## config.mk

```make
export PLATFORM = sky130hd
export DESIGN_NAME = twi_master_transfer_sequencer
export DESIGN_NICKNAME = d
export VERILOG_FILES = /design/src/rtl/twims_pkg.sv /design/src/rtl/twims_ram.sv /design/src/rtl/twims_ctrl.sv /design/src/rtl/twi_master_transfer_sequencer.sv
export SDC_FILE = /design/constraint.sdc
export NUM_CORES = 1
export LEC_CHECK = 0
export BUFFER_PORTS_ARGS = -buffer_cell sky130_fd_sc_hd__buf_2
export CORE_AREA = 4 4 163 165
export DETAILED_ROUTE_END_ITERATION = 12
export DIE_AREA = 0 0 167 169
export PLACE_DENSITY_LB_ADDON = 0.1
export SYNTH_ARGS = -nofsm -noshare
export SYNTH_HDL_FRONTEND = slang
export SYNTH_SLANG_ARGS = --single-unit
```

## constraint.sdc

```tcl
create_clock -name clk -period 5 [get_ports clk]
set_input_delay 0.5 -clock clk [delete_from_list [all_inputs] [get_ports clk]]
set_output_delay 0.5 -clock clk [all_outputs]
set_load 0.02 [all_outputs]
```

## src/rtl/twims_pkg.sv

```systemverilog
package twims_pkg;

	localparam int BUFFER_DEPTH_DEF = 32;

	localparam logic [1:0] OP_LOAD   = 2'd0;
	localparam logic [1:0] OP_START  = 2'd1;
	localparam logic [1:0] OP_STATUS = 2'd2;
	localparam logic [1:0] OP_READ   = 2'd3;

	localparam logic [3:0] ST_START       = 4'd0;
	localparam logic [3:0] ST_REPSTART    = 4'd1;
	localparam logic [3:0] ST_ADDRW_ACK   = 4'd2;
	localparam logic [3:0] ST_DATATX_ACK  = 4'd3;
	localparam logic [3:0] ST_DATARX_ACK  = 4'd4;
	localparam logic [3:0] ST_ADDRR_ACK   = 4'd5;
	localparam logic [3:0] ST_DATARX_NACK = 4'd6;
	localparam logic [3:0] ST_ADDRW_NACK  = 4'd7;
	localparam logic [3:0] ST_ADDRR_NACK  = 4'd8;
	localparam logic [3:0] ST_DATATX_NACK = 4'd9;
	localparam logic [3:0] ST_BUS_ERROR   = 4'd10;

	localparam logic [2:0] CMD_NONE    = 3'd0;
	localparam logic [2:0] CMD_START   = 3'd1;
	localparam logic [2:0] CMD_TX      = 3'd2;
	localparam logic [2:0] CMD_RX_ACK  = 3'd3;
	localparam logic [2:0] CMD_RX_NACK = 3'd4;
	localparam logic [2:0] CMD_STOP    = 3'd5;
	localparam logic [2:0] CMD_RELEASE = 3'd6;

	localparam logic [2:0] ERR_NONE    = 3'd0;
	localparam logic [2:0] ERR_TX_NACK = 3'd1;
	localparam logic [2:0] ERR_BUS     = 3'd2;
	localparam logic [2:0] ERR_OTHER   = 3'd3;

	typedef struct packed {
		logic [1:0] operation;
		logic [4:0] index;
		logic [7:0] data_in;
		logic [5:0] length;
		logic [3:0] bus_status;
	} item_t;

	typedef struct packed {
		logic [2:0] command;
		logic [7:0] tx_byte;
		logic       done_res;
		logic       success;
		logic [2:0] error_code;
		logic [7:0] read_byte;
	} result_t;

	typedef struct packed {
		logic [2:0] command;
		logic       done_res;
		logic       success;
		logic [2:0] error_code;
		logic       sel_tx;
		logic       sel_rd;
	} decision_t;

endpackage

```

## src/rtl/twims_ram.sv

```systemverilog
module twims_ram #(
	parameter int WIDTH = 8,
	parameter int DEPTH = 32
) (
	input  logic                     clk,
	input  logic                     we,
	input  logic [$clog2(DEPTH)-1:0] waddr,
	input  logic [WIDTH-1:0]         wdata,
	input  logic                     re,
	input  logic [$clog2(DEPTH)-1:0] raddr,
	output logic [WIDTH-1:0]         rdata
);

	logic [WIDTH-1:0] mem_q [DEPTH];

	always_ff @(posedge clk) begin
		if (we) begin
			mem_q[waddr] <= wdata;
		end
		if (re) begin
			rdata <= mem_q[raddr];
		end
	end

endmodule

```

## src/rtl/twims_ctrl.sv

```systemverilog
module twims_ctrl #(
	parameter int BUFFER_DEPTH = twims_pkg::BUFFER_DEPTH_DEF
) (
	input  logic                            clk,
	input  logic                            arst_n,
	input  logic                            fire,
	input  twims_pkg::item_t                item,
	output logic                            ram_we,
	output logic [$clog2(BUFFER_DEPTH)-1:0] ram_waddr,
	output logic [7:0]                      ram_wdata,
	output logic                            ram_re,
	output logic [$clog2(BUFFER_DEPTH)-1:0] ram_raddr,
	output twims_pkg::decision_t            dec
);

	import twims_pkg::*;

	localparam int AW    = $clog2(BUFFER_DEPTH);
	localparam int PTR_W = $clog2(BUFFER_DEPTH + 1);
	localparam int CW    = (PTR_W > 6) ? PTR_W : 6;

	logic [PTR_W-1:0] ptr_q, ptr_n;
	logic [PTR_W-1:0] len_q, len_n;
	logic             ok_q, ok_n;
	logic [2:0]       err_q, err_n;
	logic             idx_in_range;

	assign idx_in_range = CW'(item.index) < CW'(BUFFER_DEPTH);

	always_comb begin
		logic [PTR_W-1:0] p;
		p            = ptr_q;
		ptr_n        = ptr_q;
		len_n        = len_q;
		ok_n         = ok_q;
		err_n        = err_q;
		ram_we       = 1'b0;
		ram_waddr    = AW'(item.index);
		ram_wdata    = item.data_in;
		ram_re       = 1'b0;
		ram_raddr    = AW'(item.index);
		dec.command  = CMD_NONE;
		dec.done_res = 1'b0;
		dec.sel_tx   = 1'b0;
		dec.sel_rd   = 1'b0;
		case (item.operation)
			OP_LOAD: begin
				ram_we = idx_in_range;
			end
			OP_START: begin
				len_n = (CW'(item.length) > CW'(BUFFER_DEPTH)) ?
					PTR_W'(BUFFER_DEPTH) : PTR_W'(item.length);
				ok_n        = 1'b0;
				err_n       = ERR_NONE;
				dec.command = CMD_START;
			end
			OP_STATUS: begin
				case (item.bus_status)
					ST_START, ST_REPSTART, ST_ADDRW_ACK, ST_DATATX_ACK: begin
						if (item.bus_status == ST_START || item.bus_status == ST_REPSTART) begin
							p = '0;
						end
						if (p < len_q) begin
							ram_re      = 1'b1;
							ram_raddr   = p[AW-1:0];
							dec.sel_tx  = 1'b1;
							ptr_n       = PTR_W'(p + 1'b1);
							dec.command = CMD_TX;
						end else begin
							ptr_n        = p;
							ok_n         = 1'b1;
							dec.command  = CMD_STOP;
							dec.done_res = 1'b1;
						end
					end
					ST_DATARX_ACK, ST_ADDRR_ACK: begin
						if (item.bus_status == ST_DATARX_ACK && p < PTR_W'(BUFFER_DEPTH)) begin
							ram_we    = 1'b1;
							ram_waddr = p[AW-1:0];
							p         = PTR_W'(p + 1'b1);
						end
						ptr_n = p;
						dec.command = ((PTR_W+1)'(p) + (PTR_W+1)'(1) < (PTR_W+1)'(len_q)) ?
							CMD_RX_ACK : CMD_RX_NACK;
					end
					ST_DATARX_NACK: begin
						ram_we       = p < PTR_W'(BUFFER_DEPTH);
						ram_waddr    = p[AW-1:0];
						ok_n         = 1'b1;
						dec.command  = CMD_STOP;
						dec.done_res = 1'b1;
					end
					ST_ADDRW_NACK, ST_ADDRR_NACK: begin
						ok_n        = 1'b0;
						err_n       = ERR_NONE;
						dec.command = CMD_START;
					end
					default: begin
						ok_n = 1'b0;
						if (item.bus_status == ST_DATATX_NACK) begin
							err_n = ERR_TX_NACK;
						end else if (item.bus_status == ST_BUS_ERROR) begin
							err_n = ERR_BUS;
						end else begin
							err_n = ERR_OTHER;
						end
						dec.command  = CMD_RELEASE;
						dec.done_res = 1'b1;
					end
				endcase
			end
			default: begin
				ram_re     = idx_in_range;
				dec.sel_rd = idx_in_range;
			end
		endcase
		dec.success    = ok_n;
		dec.error_code = err_n;
	end

	always_ff @(posedge clk or negedge arst_n) begin
		if (!arst_n) begin
			ptr_q <= '0;
			len_q <= '0;
			ok_q  <= 1'b0;
			err_q <= ERR_NONE;
		end else if (fire) begin
			ptr_q <= ptr_n;
			len_q <= len_n;
			ok_q  <= ok_n;
			err_q <= err_n;
		end
	end

endmodule

```

## src/rtl/twi_master_transfer_sequencer.sv

```systemverilog
// two-wire bus master transfer sequencer
// item channel (item_valid / item_ready / item): one operation per item,
//   load buffer byte, start transfer, bus status event or read buffer byte
// result channel (result_valid / result_ready / result): exactly one result
//   per item, in order; command to the bus engine, byte to transmit,
//   done / success / error code and the byte of a buffer read
// an accepted item passes through the input register, then the result register
//   with the buffer read port, before its result is valid
// throughput: one item per cycle while the receiver does not stall, set by the
//   single decode stage and the one write plus one read port of the message buffer
// reset clears the pipeline, byte pointer, message length, success flag and
//   error code; message buffer contents are undefined until loaded
// when the receiver stalls, the result register holds its item and one more
//   item can wait in the input register; item_ready then drops until
//   result_ready returns
module twi_master_transfer_sequencer #(
	parameter int BUFFER_DEPTH = twims_pkg::BUFFER_DEPTH_DEF
) (
	input  logic               clk,
	input  logic               arst_n,
	input  logic               item_valid,
	output logic               item_ready,
	input  twims_pkg::item_t   item,
	output logic               result_valid,
	input  logic               result_ready,
	output twims_pkg::result_t result
);

	import twims_pkg::*;

	localparam int AW = $clog2(BUFFER_DEPTH);

	item_t     item_s1;
	logic      valid_s1;
	decision_t dec;
	decision_t dec_s2;
	logic      valid_s2;
	logic      advance;
	logic      fire;
	logic          ram_we;
	logic [AW-1:0] ram_waddr;
	logic [7:0]    ram_wdata;
	logic          ram_re;
	logic [AW-1:0] ram_raddr;
	logic [7:0]    ram_rdata;

	assign advance    = !valid_s2 || result_ready;
	assign fire       = valid_s1 && advance;
	assign item_ready = !valid_s1 || advance;

	always_ff @(posedge clk or negedge arst_n) begin
		if (!arst_n) begin
			valid_s1 <= 1'b0;
			valid_s2 <= 1'b0;
		end else begin
			if (item_ready) begin
				valid_s1 <= item_valid;
			end
			if (advance) begin
				valid_s2 <= valid_s1;
			end
		end
	end

	always_ff @(posedge clk) begin
		if (item_ready && item_valid) begin
			item_s1 <= item;
		end
		if (fire) begin
			dec_s2 <= dec;
		end
	end

	twims_ctrl #(
		.BUFFER_DEPTH(BUFFER_DEPTH)
	) u_ctrl (
		.clk      (clk),
		.arst_n   (arst_n),
		.fire     (fire),
		.item     (item_s1),
		.ram_we   (ram_we),
		.ram_waddr(ram_waddr),
		.ram_wdata(ram_wdata),
		.ram_re   (ram_re),
		.ram_raddr(ram_raddr),
		.dec      (dec)
	);

	twims_ram #(
		.WIDTH(8),
		.DEPTH(BUFFER_DEPTH)
	) u_buf (
		.clk  (clk),
		.we   (ram_we && fire),
		.waddr(ram_waddr),
		.wdata(ram_wdata),
		.re   (ram_re && fire),
		.raddr(ram_raddr),
		.rdata(ram_rdata)
	);

	assign result_valid      = valid_s2;
	assign result.command    = dec_s2.command;
	assign result.tx_byte    = dec_s2.sel_tx ? ram_rdata : 8'd0;
	assign result.done_res   = dec_s2.done_res;
	assign result.success    = dec_s2.success;
	assign result.error_code = dec_s2.error_code;
	assign result.read_byte  = dec_s2.sel_rd ? ram_rdata : 8'd0;

`ifndef ASSERT_OFF
	a_ready_only_on_stall: assert property (@(posedge clk) disable iff (!arst_n)
		!item_ready |-> (result_valid && !result_ready && valid_s1))
		else $error("item_ready low without a stalled result");

	a_done_ends_bus: assert property (@(posedge clk) disable iff (!arst_n)
		(result_valid && result.done_res) |->
		(result.command == CMD_STOP || result.command == CMD_RELEASE))
		else $error("done without stop or release");

	a_tx_byte_only_on_tx: assert property (@(posedge clk) disable iff (!arst_n)
		(result_valid && result.command != CMD_TX) |-> (result.tx_byte == 8'd0))
		else $error("tx byte on a non-transmit command");

	a_read_needs_buffer_read: assert property (@(posedge clk) disable iff (!arst_n)
		(fire && dec.sel_rd) |-> ram_re)
		else $error("buffer read result without a read access");
`endif

endmodule

```

# Word-level counts from Yosys, hierarchy flattened

Memories as Yosys holds them, arrays and structs flattened. A register that Yosys moved wholly into a read port is not among the register bits.
Cells that the tools add are included.

Bits in registers: 53
RAM bits: 256
Output and inout port bits: 26
Logic and storage cells: 98
Memories: 1

Memories:

| name        | words | width | rd ports | clocked after Yosys merged registers in | write ports | RTL line        | RTL |
|---|---|---|---|---|---|---|---|
| u_buf.mem_q | 32    | 8     | 1        | 1                                       | 1           | twims_ram.sv:14 | `logic [WIDTH-1:0] mem_q [DEPTH];` |

Add/subtract/negate cells: 3
Magnitude comparators: 4
Equality and inequality tests: 12
Muxes and demuxes: 39
Reductions and logical operators: 22

Operators with widths:

| operator              | number |
|---|---|
| $mux W6               | 8 |
| $mux W5               | 5 |
| $pmux W3 S2           | 3 |
| $eq A4 B3 Y1 const B  | 4 |
| $mux W8               | 2 |
| $add A6 B1 Y6 const B | 2 |
| $eq A4 B4 Y1 const B  | 3 |
| $pmux W3 S4           | 1 |
| $pmux W6 S2           | 1 |
| $pmux W1 S2           | 5 |
| $pmux W5 S2           | 1 |
| $mux W1               | 9 |
| $eq A4 B2 Y1 const B  | 2 |
| $reduce_or A4 Y1      | 2 |
| $add A6 B1 Y7 const B | 1 |
| $lt A7 B6 Y1          | 1 |
| $reduce_or A7 Y1      | 1 |
| $gt A6 B6 Y1 const B  | 1 |
| $lt A6 B6 Y1          | 1 |
| $lt A6 B6 Y1 const B  | 1 |
| $mux W3               | 2 |
| $reduce_or A2 Y1      | 3 |
| $logic_and A1 B1 Y1   | 5 |
| $eq A4 B1 Y1 const B  | 1 |
| other kinds (12)      | 15 |

# Logic depth before layout (Yosys ltp)

Gate-level depths: netlist of run 1.

Depth in word-level cells: 10
Depth in mapped cells: 15
Mapped depth without buffers: 12

# By module

Synthesis of run 1 repeated with hierarchy kept, for this count alone.

Cells, all modules: 743
Area total of the unflattened synthesis: 13515.5 um2

By module, submodules not included:

| module                        | instances | cells each | area each (um2) | sequential area each (um2) |
|---|---|---|---|---|
| twims_ram                     | 1         | 417        | 10133.5         | 7927.6 |
| twims_ctrl                    | 1         | 257        | 2054.5          | 400.4 |
| twi_master_transfer_sequencer | 1         | 69         | 1327.5          | 1101.1 |

# Worst setup path before layout of run 1

Ideal clock, no wire load.

Path type: reg-to-reg
Start point: register item_s1[2] (netlist bit)
End point: register u_buf.rdata[0] (read register of u_buf.mem_q), data pin
Library setup time: 265 ps
Arrival time: 3228 ps
Data required time: 4735 ps
Path slack: 1507 ps
Stages on the path, launching flop included: 15
Period minus slack after synthesis: 3493 ps
Cell sequence: edfxtp_1 -> buf_4 -> or3_1 -> and2_0 -> clkbuf_1 -> ha_1 -> nand4_1 -> a311oi_2 -> nor2_1 -> buf_4 -> mux2_2 -> nor2_1 -> nand3_1 -> a32oi_1 -> a211oi_1

Longest elaborated chain between the ends: 10

Ends and longest elaborated chain:

| item                                                    | RTL line                            | RTL |
|---|---|---|
| start, declared                                         | twi_master_transfer_sequencer.sv:33 | `item_t item_s1;` |
| start signal, assigned                                  | twi_master_transfer_sequencer.sv:67 | `item_s1 <= item;` |
| $eq A4 B1 Y1 / $logic_not A4 Y1 (equally long branches) | twims_ctrl.sv:58, twims_ctrl.sv:60  |  |
| $logic_or A1 B1 Y1                                      | twims_ctrl.sv:60                    | `if (item.bus_status == ST_START \|\| item.bus_status == ST_REPSTART) begin` |
| $mux W6                                                 | twims_ctrl.sv:60                    |  |
| $mux W6                                                 | twims_ctrl.sv:58                    | `case (item.bus_status)` |
| $mux W6                                                 | twims_ctrl.sv:46                    | `case (item.operation)` |
| $lt A6 B6 Y1                                            | twims_ctrl.sv:63                    | `if (p < len_q) begin` |
| $mux W1                                                 | twims_ctrl.sv:63                    |  |
| $mux W1                                                 | twims_ctrl.sv:58                    |  |
| $pmux W1 S2                                             | twims_ctrl.sv:46                    |  |
| $logic_and A1 B1 Y1                                     | twi_master_transfer_sequencer.sv:97 | `.re (ram_re && fire),` |
| end, declared                                           | twims_ram.sv:11                     | `output logic [WIDTH-1:0] rdata` |

Parallel ways exist; a longest one is shown, timed or not. The select of a mux whose other input is x is not followed.
A chain may end at the register's enable or synchronous reset.

# Worst setup path after layout of run 1

Start point: register item_s1[2] (netlist bit)
End point: register u_buf.rdata[1] (read register of u_buf.mem_q), data pin

Same word-level chain as after synthesis.

==> results of run 1 <==
[metrics by stage]
stage                     cell area [um^2]  setup WS (ns)
after floorplan                      13600          1.507
after global placement               14170         0.7590
after detailed placement             14170         0.7034
after CTS                            15340         0.6628
after global routing                 15340         0.3017
final                                15340         0.5731
[cell families (layout without fill, tap and decap cells)]
group | after synthesis | after routing | share of synthesized area (%)
and+or+nand+nor | 473 | 473 | 15.30
DFF | 317 | 317 | 69.31
AOI/OAI and AO/OA | 189 | 189 | 9.491
buffers and inverters | 90 | 161 | 2.980
adders and majority gates | 16 | 16 | 1.472
muxes | 13 | 13 | 0.9933
xor gates and xnor gates | 7 | 7 | 0.4507
[state kept, by name, summed over array words and instances, names as in the netlist, 2 cells and up]
register      count
dec_s2            2
item_s1          25
result            8
u_buf.mem_q     256
u_buf.rdata       8
u_ctrl.err_q      3
u_ctrl.len_q      6
u_ctrl.ptr_q      6
[final cells by class]
| cell class | count | area [um^2] |
|---|---|---|
| well taps | 330 | 412.9 |
| clock buffers | 46 | 959.7 |
| repair buffers | 75 | 467.9 |
| multi-input cells | 698 | 3781 |
| inverters | 24 | 90.09 |
| fillers | 1996 | 9696 |
| flip-flops and latches | 317 | 9429 |
| clock inverters | 16 | 200.2 |
[worst max-delay path: stages, from the launching register on]
cell	delay, ns
edfxtp_1	0.62
or3_1	0.51
and2_0	0.28
ha_1	0.34
nand4_1	0.12
a311oi_2	0.42
nor2_1	0.10
buf_4	0.20
a31oi_2	0.61
nor3_2	0.24
nand3_1	0.17
nand4_1	0.26
a211oi_1	0.36
[repair_timing]
action                                  CTS  global route
endpoints found under the setup margin    0             0
hold endpoints to repair                 18             0
hold buffers                              1             0
[routing by layer]
| layer | routed length, um | vias to the layer above | track usage, % | part of all wire, % |
|---|---|---|---|---|
| li1 | - | 4172 | - | - |
| met1 | 14980 | 4381 | 35.93 | 46 |
| met2 | 14440 | 348 | 34.08 | 44 |
| met3 | 2644 | 46 | 4.390 | 8.1 |
| met4 | 599 | 0 | 5.407 | 1.8 |
| met5 | 0 | - | 0 | 0 |
[where the power goes]
part	switching, W	leakage, nW	internal [W]
Combinational	0.000615	1.85	0.000335
Clock	0.000979	0.562	0.00161
Sequential	0.000107	2.93	0.00299
[path summary, 6_finish.rpt]
kind	endpoint	from	slack, ns	depth (start not counted)
min in group asynchronous	u_ctrl.len_q[2]$_DFFE_PN0P_	arst_n	0.49	2
worst min-delay path	item_s1[8]$_DFFE_PP_	item[8]	0.16	1
max in group asynchronous	u_ctrl.err_q[1]$_DFFE_PN0P_	arst_n	4.16	2
worst max-delay path	u_buf.rdata[1]$_DFFE_PP_	item_s1[2]$_DFFE_PP_	0.57	12
worst min register to register	u_ctrl.err_q[2]$_DFFE_PN0P_	u_ctrl.err_q[2]$_DFFE_PN0P_	0.48	1
worst max register to register	u_buf.rdata[1]$_DFFE_PP_	item_s1[2]$_DFFE_PP_	0.57	12
[cells in the mapped netlist, drive strengths merged (18+ instances only)]
| master | n |
|---|---|
| a21oi | 44 |
| a31oi | 21 |
| a32oi | 33 |
| and2 | 23 |
| buf | 33 |
| clkbuf | 33 |
| dfrtp | 18 |
| edfxtp | 299 |
| inv | 23 |
| nand2 | 262 |
| nand3 | 72 |
| nor2 | 60 |
| o21ai | 32 |
==> flow_summary.yaml, run 1 <==
timing:
  fin_tns_setup_ns: 0
  finalCriticalPeriod_ns: 4.427
  fmax_mhz: 225.9
  setup_viol: 0
  fin_skew_ns: 0.01444
  slew_viol_final: 0
  worst_hold_slack_ns: 0.1640
  rsz0062_at_grt: "no"
  period_share_pct: 88.54
  tightest_slew_ns: 1.187
  hold_viol: 0
  slew_headroom_pct: 20.84
clocking:
  cts_sinks: 317
  path_clk_slew_ns: 0.06
  cts_buffers: 35
  root_buffer: "clkbuf_16"
  clock_latency_ns: 0.51
  postCtsSetupBuffers: 0
  clockBufferDepth: 3
  tritoncts: "done"
  htree_levels: 2
  cts_resized: 0
synthesis:
  synth_nets: 1150
  synthFlopType: "edfxtp_1"
  yosys.area.top_type_share_pct: 66.00
  synth_area_leaders: "edfxtp_1 (66%), nand2_1 (7.2%), dfrtp_1 (3.3%)"
  syn_area_um2: 13600
  synth_edf_count: 299
  ys_types: 66
  yosysWarnings: 0
  synthArstFlopShare_pct: 5.678
  synth_seq_cells: 317
  netlist_instances: 1105
  seq_area_frac_synth_pct: 69.31
  synth_area_leader_cell: "edfxtp_1"
  syn_avg_cell_area_um2: 12.31
floorplan:
  dieHeight_um: 169
  rows: 58
  coreArea_um2: 25040
  io_pins: 55
  die_x_um: 167
  start_util_pct: 54.34
  die_area_um2: 28220
cells_and_area:
  nets: 1196
  final_cell_mix: "edfxtp_1 (299), nand2_1 (260), nand3_1 (72)"
  fin_cells: 1506
  final_common_cell: "edfxtp_1"
  area_growth_syn_to_layout_pct: 12.77
  n_antenna_cell: 0
  post-route-util_pct: 61.27
  layout-drive-gt1-share_pct: 11.99
global_routing:
  grt_usage_pct: 23.11
  antenna_found_initial: 0
  grt_start_max_net_pins: 51
  grt_pass1_vias: 8418
  grt_pass1_wl_um: 50410
  grt_overflow: 0
drt:
  wire_per_inst_um: 21.69
  drt_iter0_drc: 956
  drcViolationCount: 0
  drt-vias-per-instance: 5.941
  dr.pass1.iters: 5
  drt-total-wl_um: 32660
  ant_nets: 0
  via_count: 8947
run:
  drv_cap: 0
power:
  leakage_nw: 5.346
  finalPower_w: 0.006631
  powerDensity_nw_per_um2: 432.2
  vdd.ir_drop.worst_mv: 0.2992
worst_hold_path:
  hp-class: "in2reg"
placed_design:
  dp_hpwl_um: 21280
  placement.io_buffers: 54
  placedCellCount: 1443
  gp_congestion: 0.9221
run_status:
  status: "finished clean"
setup_path:
  crit_type: "reg2reg"
  path_max_fanout: 20
  arrival_ns: 4.74
  cp_data_required_time_ns: 5.31
  endpoint_kind: "register"
  worstSetupStartpointType: "register"
(Power assumes the default switching activity.)
==> inputs of run 2 (changes only) <==
--- a/config.mk
+++ b/config.mk
@@ -9,7 +9,7 @@
 export CORE_AREA = 4 4 163 165
 export DETAILED_ROUTE_END_ITERATION = 12
 export DIE_AREA = 0 0 167 169
-export PLACE_DENSITY_LB_ADDON = 0.1
+export PLACE_DENSITY = 0.7
 export SYNTH_ARGS = -nofsm -noshare
 export SYNTH_HDL_FRONTEND = slang
 export SYNTH_SLANG_ARGS = --single-unit
==> run 2 against run 1 <==
Against the previous run: hold slack worse by 0.045 ns; sequential share of layout area grew 0.92 points; clock power fell by 13%; register-to-register slack worse by 0.13 ns; routed wire length fell by 0.68%; worst setup slack worse by 0.13 ns; sequential cell count is the same; utilization shrank 0.90 points; fmax decreased by 2.9%; via count rose by 0.86%; global-route usage shrank 0.55 points; critical path depth up 1.
==> flow_summary.yaml, run 2 (synthesized netlist as in run 1, its figures left out) <==
setup_path:
  worst_path_largest_cell_delay_ns: 0.64
  r2r_setup_slack_ns: 0.44
  endpoint_kind: "register"
  rr_worst_depth: 13
  critPathSlowestCell: "edfxtp_1"
  r2r-start: "item_s1[2]$_DFFE_PP_"
  cp_data_required_time_ns: 5.39
  worstSetupStartpointType: "register"
  arrival_ns: 4.95
  path_cells: "or3_1, and2_0, ha_1, nand4_1, a311oi_2, o21ai_1, nand2_2, buf_4, buf_4, nand2_1, nand3_1, nand4_1, a211oi_1"
  crit_type: "reg2reg"
  cp-startpoint: "item_s1[2]$_DFFE_PP_"
  path_max_fanout: 27
  r2r_end: "u_buf.rdata[7]$_DFFE_PP_"
clocking:
  tritoncts: "done"
  path_clk_slew_ns: 0.07
  root_buffer: "clkbuf_16"
  clock_latency_ns: 0.57
  cts_resized: 0
  cts_sinks: 317
  cts_buffers: 31
  clockBufferDepth: 3
  htree_levels: 1
placed_design:
  gp_congestion: 0.9162
  placement.io_buffers: 54
  dp_hpwl_um: 20840
  place_area_um2: 14120
run_status:
  status: "finished clean"
worst_hold_path:
  hp-start: "item[11]"
  hp-class: "in2reg"
  hold_depth: 1
  holdPathEnd: "item_s1[11]$_DFFE_PP_"
cells_and_area:
  layout-drive-gt1-share_pct: 11.75
  nets: 1187
  design_area_um2: 15110
  largest_register: "u_buf.mem_q"
  area_growth_syn_to_layout_pct: 11.10
  largest_reg_flops: 256
  largestRegisters: "u_buf.mem_q (256), item_s1 (25)"
  n_antenna_cell: 0
  final_cell_mix: "edfxtp_1 (299), nand2_1 (260), nand3_1 (72)"
  final_common_cell: "edfxtp_1"
drt:
  drt-vias-per-instance: 6.032
  dr.pass1.iters: 6
  wire_per_inst_um: 21.68
  drcViolationCount: 0
  ant_nets: 0
  via_count: 9024
  drt_iter0_drc: 1105
  drt-total-wl_um: 32440
timing:
  slew_headroom_pct: 14.92
  hold_viol: 0
  setup_viol: 0
  tightest_slew_ns: 1.276
  slew_viol_final: 0
  finalCriticalPeriod_ns: 4.559
  fin_skew_ns: 0.01610
  rsz0062_at_grt: "no"
  fin_tns_setup_ns: 0
  fmax_mhz: 219.3
  period_share_pct: 91.19
floorplan:
  rows: 58
  io_pins: 55
  dieHeight_um: 169
  coreArea_um2: 25040
  die_x_um: 167
  start_util_pct: 54.34
  die_area_um2: 28220
global_routing:
  grt_usage_pct: 22.55
  antenna_found_initial: 0
  grt_pass1_vias: 8396
  grt_overflow: 0
  grt_start_max_net_pins: 65
  grt_pass1_wl_um: 49780
run:
  drv_cap: 0
power:
  vdd.ir_drop.worst_mv: 0.3594
  powerDensity_nw_per_um2: 416.3
  leakage_nw: 5.244
-- run 2: cell types whose count changed in the layout (fill, tap and decap cells not counted) --
cell,change
clkinv_2,+6
clkinv_4,+1
inv_6,+2
bufinv_16,-2
clkbuf_16,-6
buf_4,-4
buf_12,-1
clkbuf_1,-6
-- run 2: per-layer routing --
layer	GRT usage [%]	share of wire, %	vias to the layer above
met5	0	0	-
met4	5.621	2.0	0
met3	5.255	11	47
met2	34.34	46	489
met1	33.31	42	4347
li1	-	-	4141
-- run 2: power breakdown --
group          internal (W)  total (W)  switching (W)
registers           0.00299    0.00312       0.000130
clock network       0.00129    0.00225       0.000966
logic              0.000330   0.000921       0.000591
-- run 2: cell type report --
class	instances	area, um^2
fill	1944	9922
sequential	317	9429
multi-input combinational	698	3781
clock buffer	34	787.0
timing repair buffer	70	417.9
tap	330	412.9
clock inverter	23	196.4
inverter	24	90.09
-- run 2: worst max-delay path: cells and delay by family, from the launching register on --
kind                       cells  cell delay (ns)
buffers and inverters          2             0.68
DFF                            1             0.64
adders and majority gates      1             0.36
AOI/OAI and AO/OA              3             0.89
and+or+nand+nor                7             1.79
-- run 2: what timing repair did --
item / CTS / global route
hold endpoints to repair: 18 / 0
setup buffers: 0 / 0
hold buffers: 1 / 0
-- run 2: worst max-delay path by stage --
stage / to / slack [ns] / depth (start not counted)
6_report: u_buf.rdata[7]$_DFFE_PP_ / 0.44 / 13
5_1_grt: u_buf.rdata[7]$_DFFE_PP_ / 0.11 / 13
3_3_place_gp: u_buf.rdata[4]$_DFFE_PP_ / 0.60 / 13
2_1_floorplan: u_buf.rdata[0]$_DFFE_PP_ / 1.51 / 14
4_1_cts: u_buf.rdata[7]$_DFFE_PP_ / 0.51 / 13
3_5_place_dp: u_buf.rdata[4]$_DFFE_PP_ / 0.51 / 13
-- run 2: metrics by stage --
step	util, %	instances	power, W	setup WS [ns]	hold slack, ns
after global routing	60.37	1496	0.006550	0.1142	0.1010
after global placement	56.40	1438	0.004067	0.6050	0.4564
after detailed placement	56.40	1438	0.004075	0.5098	0.4615
after floorplan	-	1105	0.003792	1.507	0.2044
final	60.37	1496	0.006293	0.4406	0.1191
after CTS	60.37	1496	0.006302	0.5117	0.09936
==> inputs of run 3 (changes only) <==
--- a/config.mk
+++ b/config.mk
@@ -7,6 +7,7 @@
 export LEC_CHECK = 0
 export BUFFER_PORTS_ARGS = -buffer_cell sky130_fd_sc_hd__buf_2
 export CORE_AREA = 4 4 163 165
+export CTS_BUF_LIST = sky130_fd_sc_hd__clkbuf_8
 export DETAILED_ROUTE_END_ITERATION = 12
 export DIE_AREA = 0 0 167 169
 export PLACE_DENSITY = 0.7
==> run 3 against run 2 <==
Against the previous run: via count increased by 1.0%; die area stayed put; first-iteration DRC count down 2.3%; hold slack got worse by 0.011 ns; register-to-register slack got worse by 0.03 ns; critical path type unchanged.
==> flow_summary.yaml, run 3 (synthesized netlist as in run 1, its figures left out) <==
run_status:
  status: "finished clean"
floorplan:
  start_util_pct: 54.34
  rows: 58
  die_area_um2: 28220
  io_pins: 55
  coreArea_um2: 25040
  dieHeight_um: 169
  die_x_um: 167
cells_and_area:
  multi_input_area_um2: 3781
  n_antenna_cell: 0
  post-route-util_pct: 60.04
  largestRegisters: "u_buf.mem_q (256), item_s1 (25)"
  fin_cells: 1532
  layout-drive-gt1-share_pct: 12.98
  nets: 1206
  seqCellArea_um2: 9429
  largest_reg_flops: 256
  final_common_cell: "edfxtp_1"
  largest_register: "u_buf.mem_q"
  fillers: 2009
  final_cell_mix: "edfxtp_1 (299), nand2_1 (260), nand3_1 (72)"
  area_growth_syn_to_layout_pct: 10.48
run:
  drv_cap: 0
placed_design:
  placement.io_buffers: 54
  gp_congestion: 0.9162
  dp_hpwl_um: 20840
  placedCellCount: 1438
  pre_cts_ws_ns: 0.5098
clocking:
  path_clk_slew_ns: 0.06
  tritoncts: "done"
  htree_levels: 2
  clockBufferDepth: 3
  root_buffer: "clkbuf_8"
  postCtsSetupBuffers: 0
  cts_buffers: 50
  cts_sinks: 317
  clock_latency_ns: 0.58
setup_path:
  worstSetupStartpointType: "register"
  crit_type: "reg2reg"
  path_max_fanout: 27
  critical_path.top_delay_family: "simple AND/OR/NAND/NOR gates"
  cp_num_buf_inv: 2
  r2r-start: "item_s1[2]$_DFFE_PP_"
  critPathSlowestCell: "edfxtp_1"
  arrival_ns: 4.99
  endpoint_kind: "register"
  cp-startpoint: "item_s1[2]$_DFFE_PP_"
  worst_path_largest_cell_delay_ns: 0.63
  path_cells: "or3_1, and2_0, ha_1, nand4_1, a311oi_2, o21ai_1, nand2_2, buf_4, buf_4, nand2_1, nand3_1, nand4_1, a211oi_1"
  cp_data_required_time_ns: 5.40
power:
  vdd.ir_drop.worst_mv: 0.2732
  leakage_nw: 5.272
  powerDensity_nw_per_um2: 399.7
drt:
  ant_nets: 0
  drcViolationCount: 0
  dr.pass1.iters: 5
  met3_length_um: 3329
  wl_met1_um: 13840
  met2_length_um: 14750
  highest_layer: "met4"
  wire_per_inst_um: 21.42
  drt_iter0_drc: 1080
  via_count: 9117
  drt-total-wl_um: 32820
  drt-vias-per-instance: 5.951
global_routing:
  antenna_found_initial: 0
  grt_pass1_wl_um: 50450
  grt_pass1_vias: 8607
  grt_overflow: 0
  grt_start_max_net_pins: 65
  grt_usage_pct: 23.00
timing:
  slew_headroom_pct: 16.53
  setup_viol: 0
  fin_tns_setup_ns: 0
  period_share_pct: 91.81
  hold_viol: 0
  setup_slack_ns: 0.4097
  tightest_slew_ns: 1.252
  slew_viol_final: 0
  fin_skew_ns: 0.02470
  rsz0062_at_grt: "no"
  finalCriticalPeriod_ns: 4.590
  fmax_mhz: 217.9
worst_hold_path:
  hp-start: "item[5]"
  hp-class: "in2reg"
run 3: area by class of cell:
class                      instances  share of cell area, %
multi-input combinational        698                  25.16
timing repair buffer              70                  2.780
sequential                       317                  62.73
clock buffer                      51                  4.670
tap                              330                  2.747
inverter                          24                 0.5993
clock inverter                    42                  1.315
run 3: where the power goes:
group          switching (W)  leakage (nW)  internal (W)  total, W
logic               0.000591          1.82      0.000330  0.000921
registers           0.000129          2.93       0.00299   0.00312
clock network        0.00100         0.518      0.000963   0.00197
total                0.00173          5.27       0.00428   0.00601
run 3: per-layer routing:
metal	track usage, %	vias up
met5	0	-
li1	-	4193
met3	5.301	66
met1	33.61	4394
met4	7.577	0
met2	34.57	464
run 3: path summary, 6_finish.rpt:
check / endpoint / slack [ns] / cells after the start
max: u_buf.rdata[7]$_DFFE_PP_ / 0.41 / 13
min: item_s1[5]$_DFFE_PP_ / 0.11 / 1
max reg2reg: u_buf.rdata[7]$_DFFE_PP_ / 0.41 / 13
min reg2reg: u_ctrl.err_q[2]$_DFFE_PN0P_ / 0.48 / 1
max in group asynchronous: u_ctrl.err_q[2]$_DFFE_PN0P_ / 4.23 / 2
min in group asynchronous: u_ctrl.ptr_q[2]$_DFFE_PN0P_ / 0.42 / 2
run 3: per-stage QoR:
step	cell area (um^2)	hold slack [ns]	power [W]
finish	15030	0.1082	0.006008
global route	15030	0.07809	0.006284
CTS	15030	0.07838	0.006029
detailed placement	14120	0.4615	0.004075
global placement	14120	0.4564	0.004067
floorplan	13600	0.2044	0.003792
run 3: timing repair:
action / CTS / global route
hold buffers: 1 / 0
hold endpoints to repair: 18 / 0
resized for setup: 0 / 0
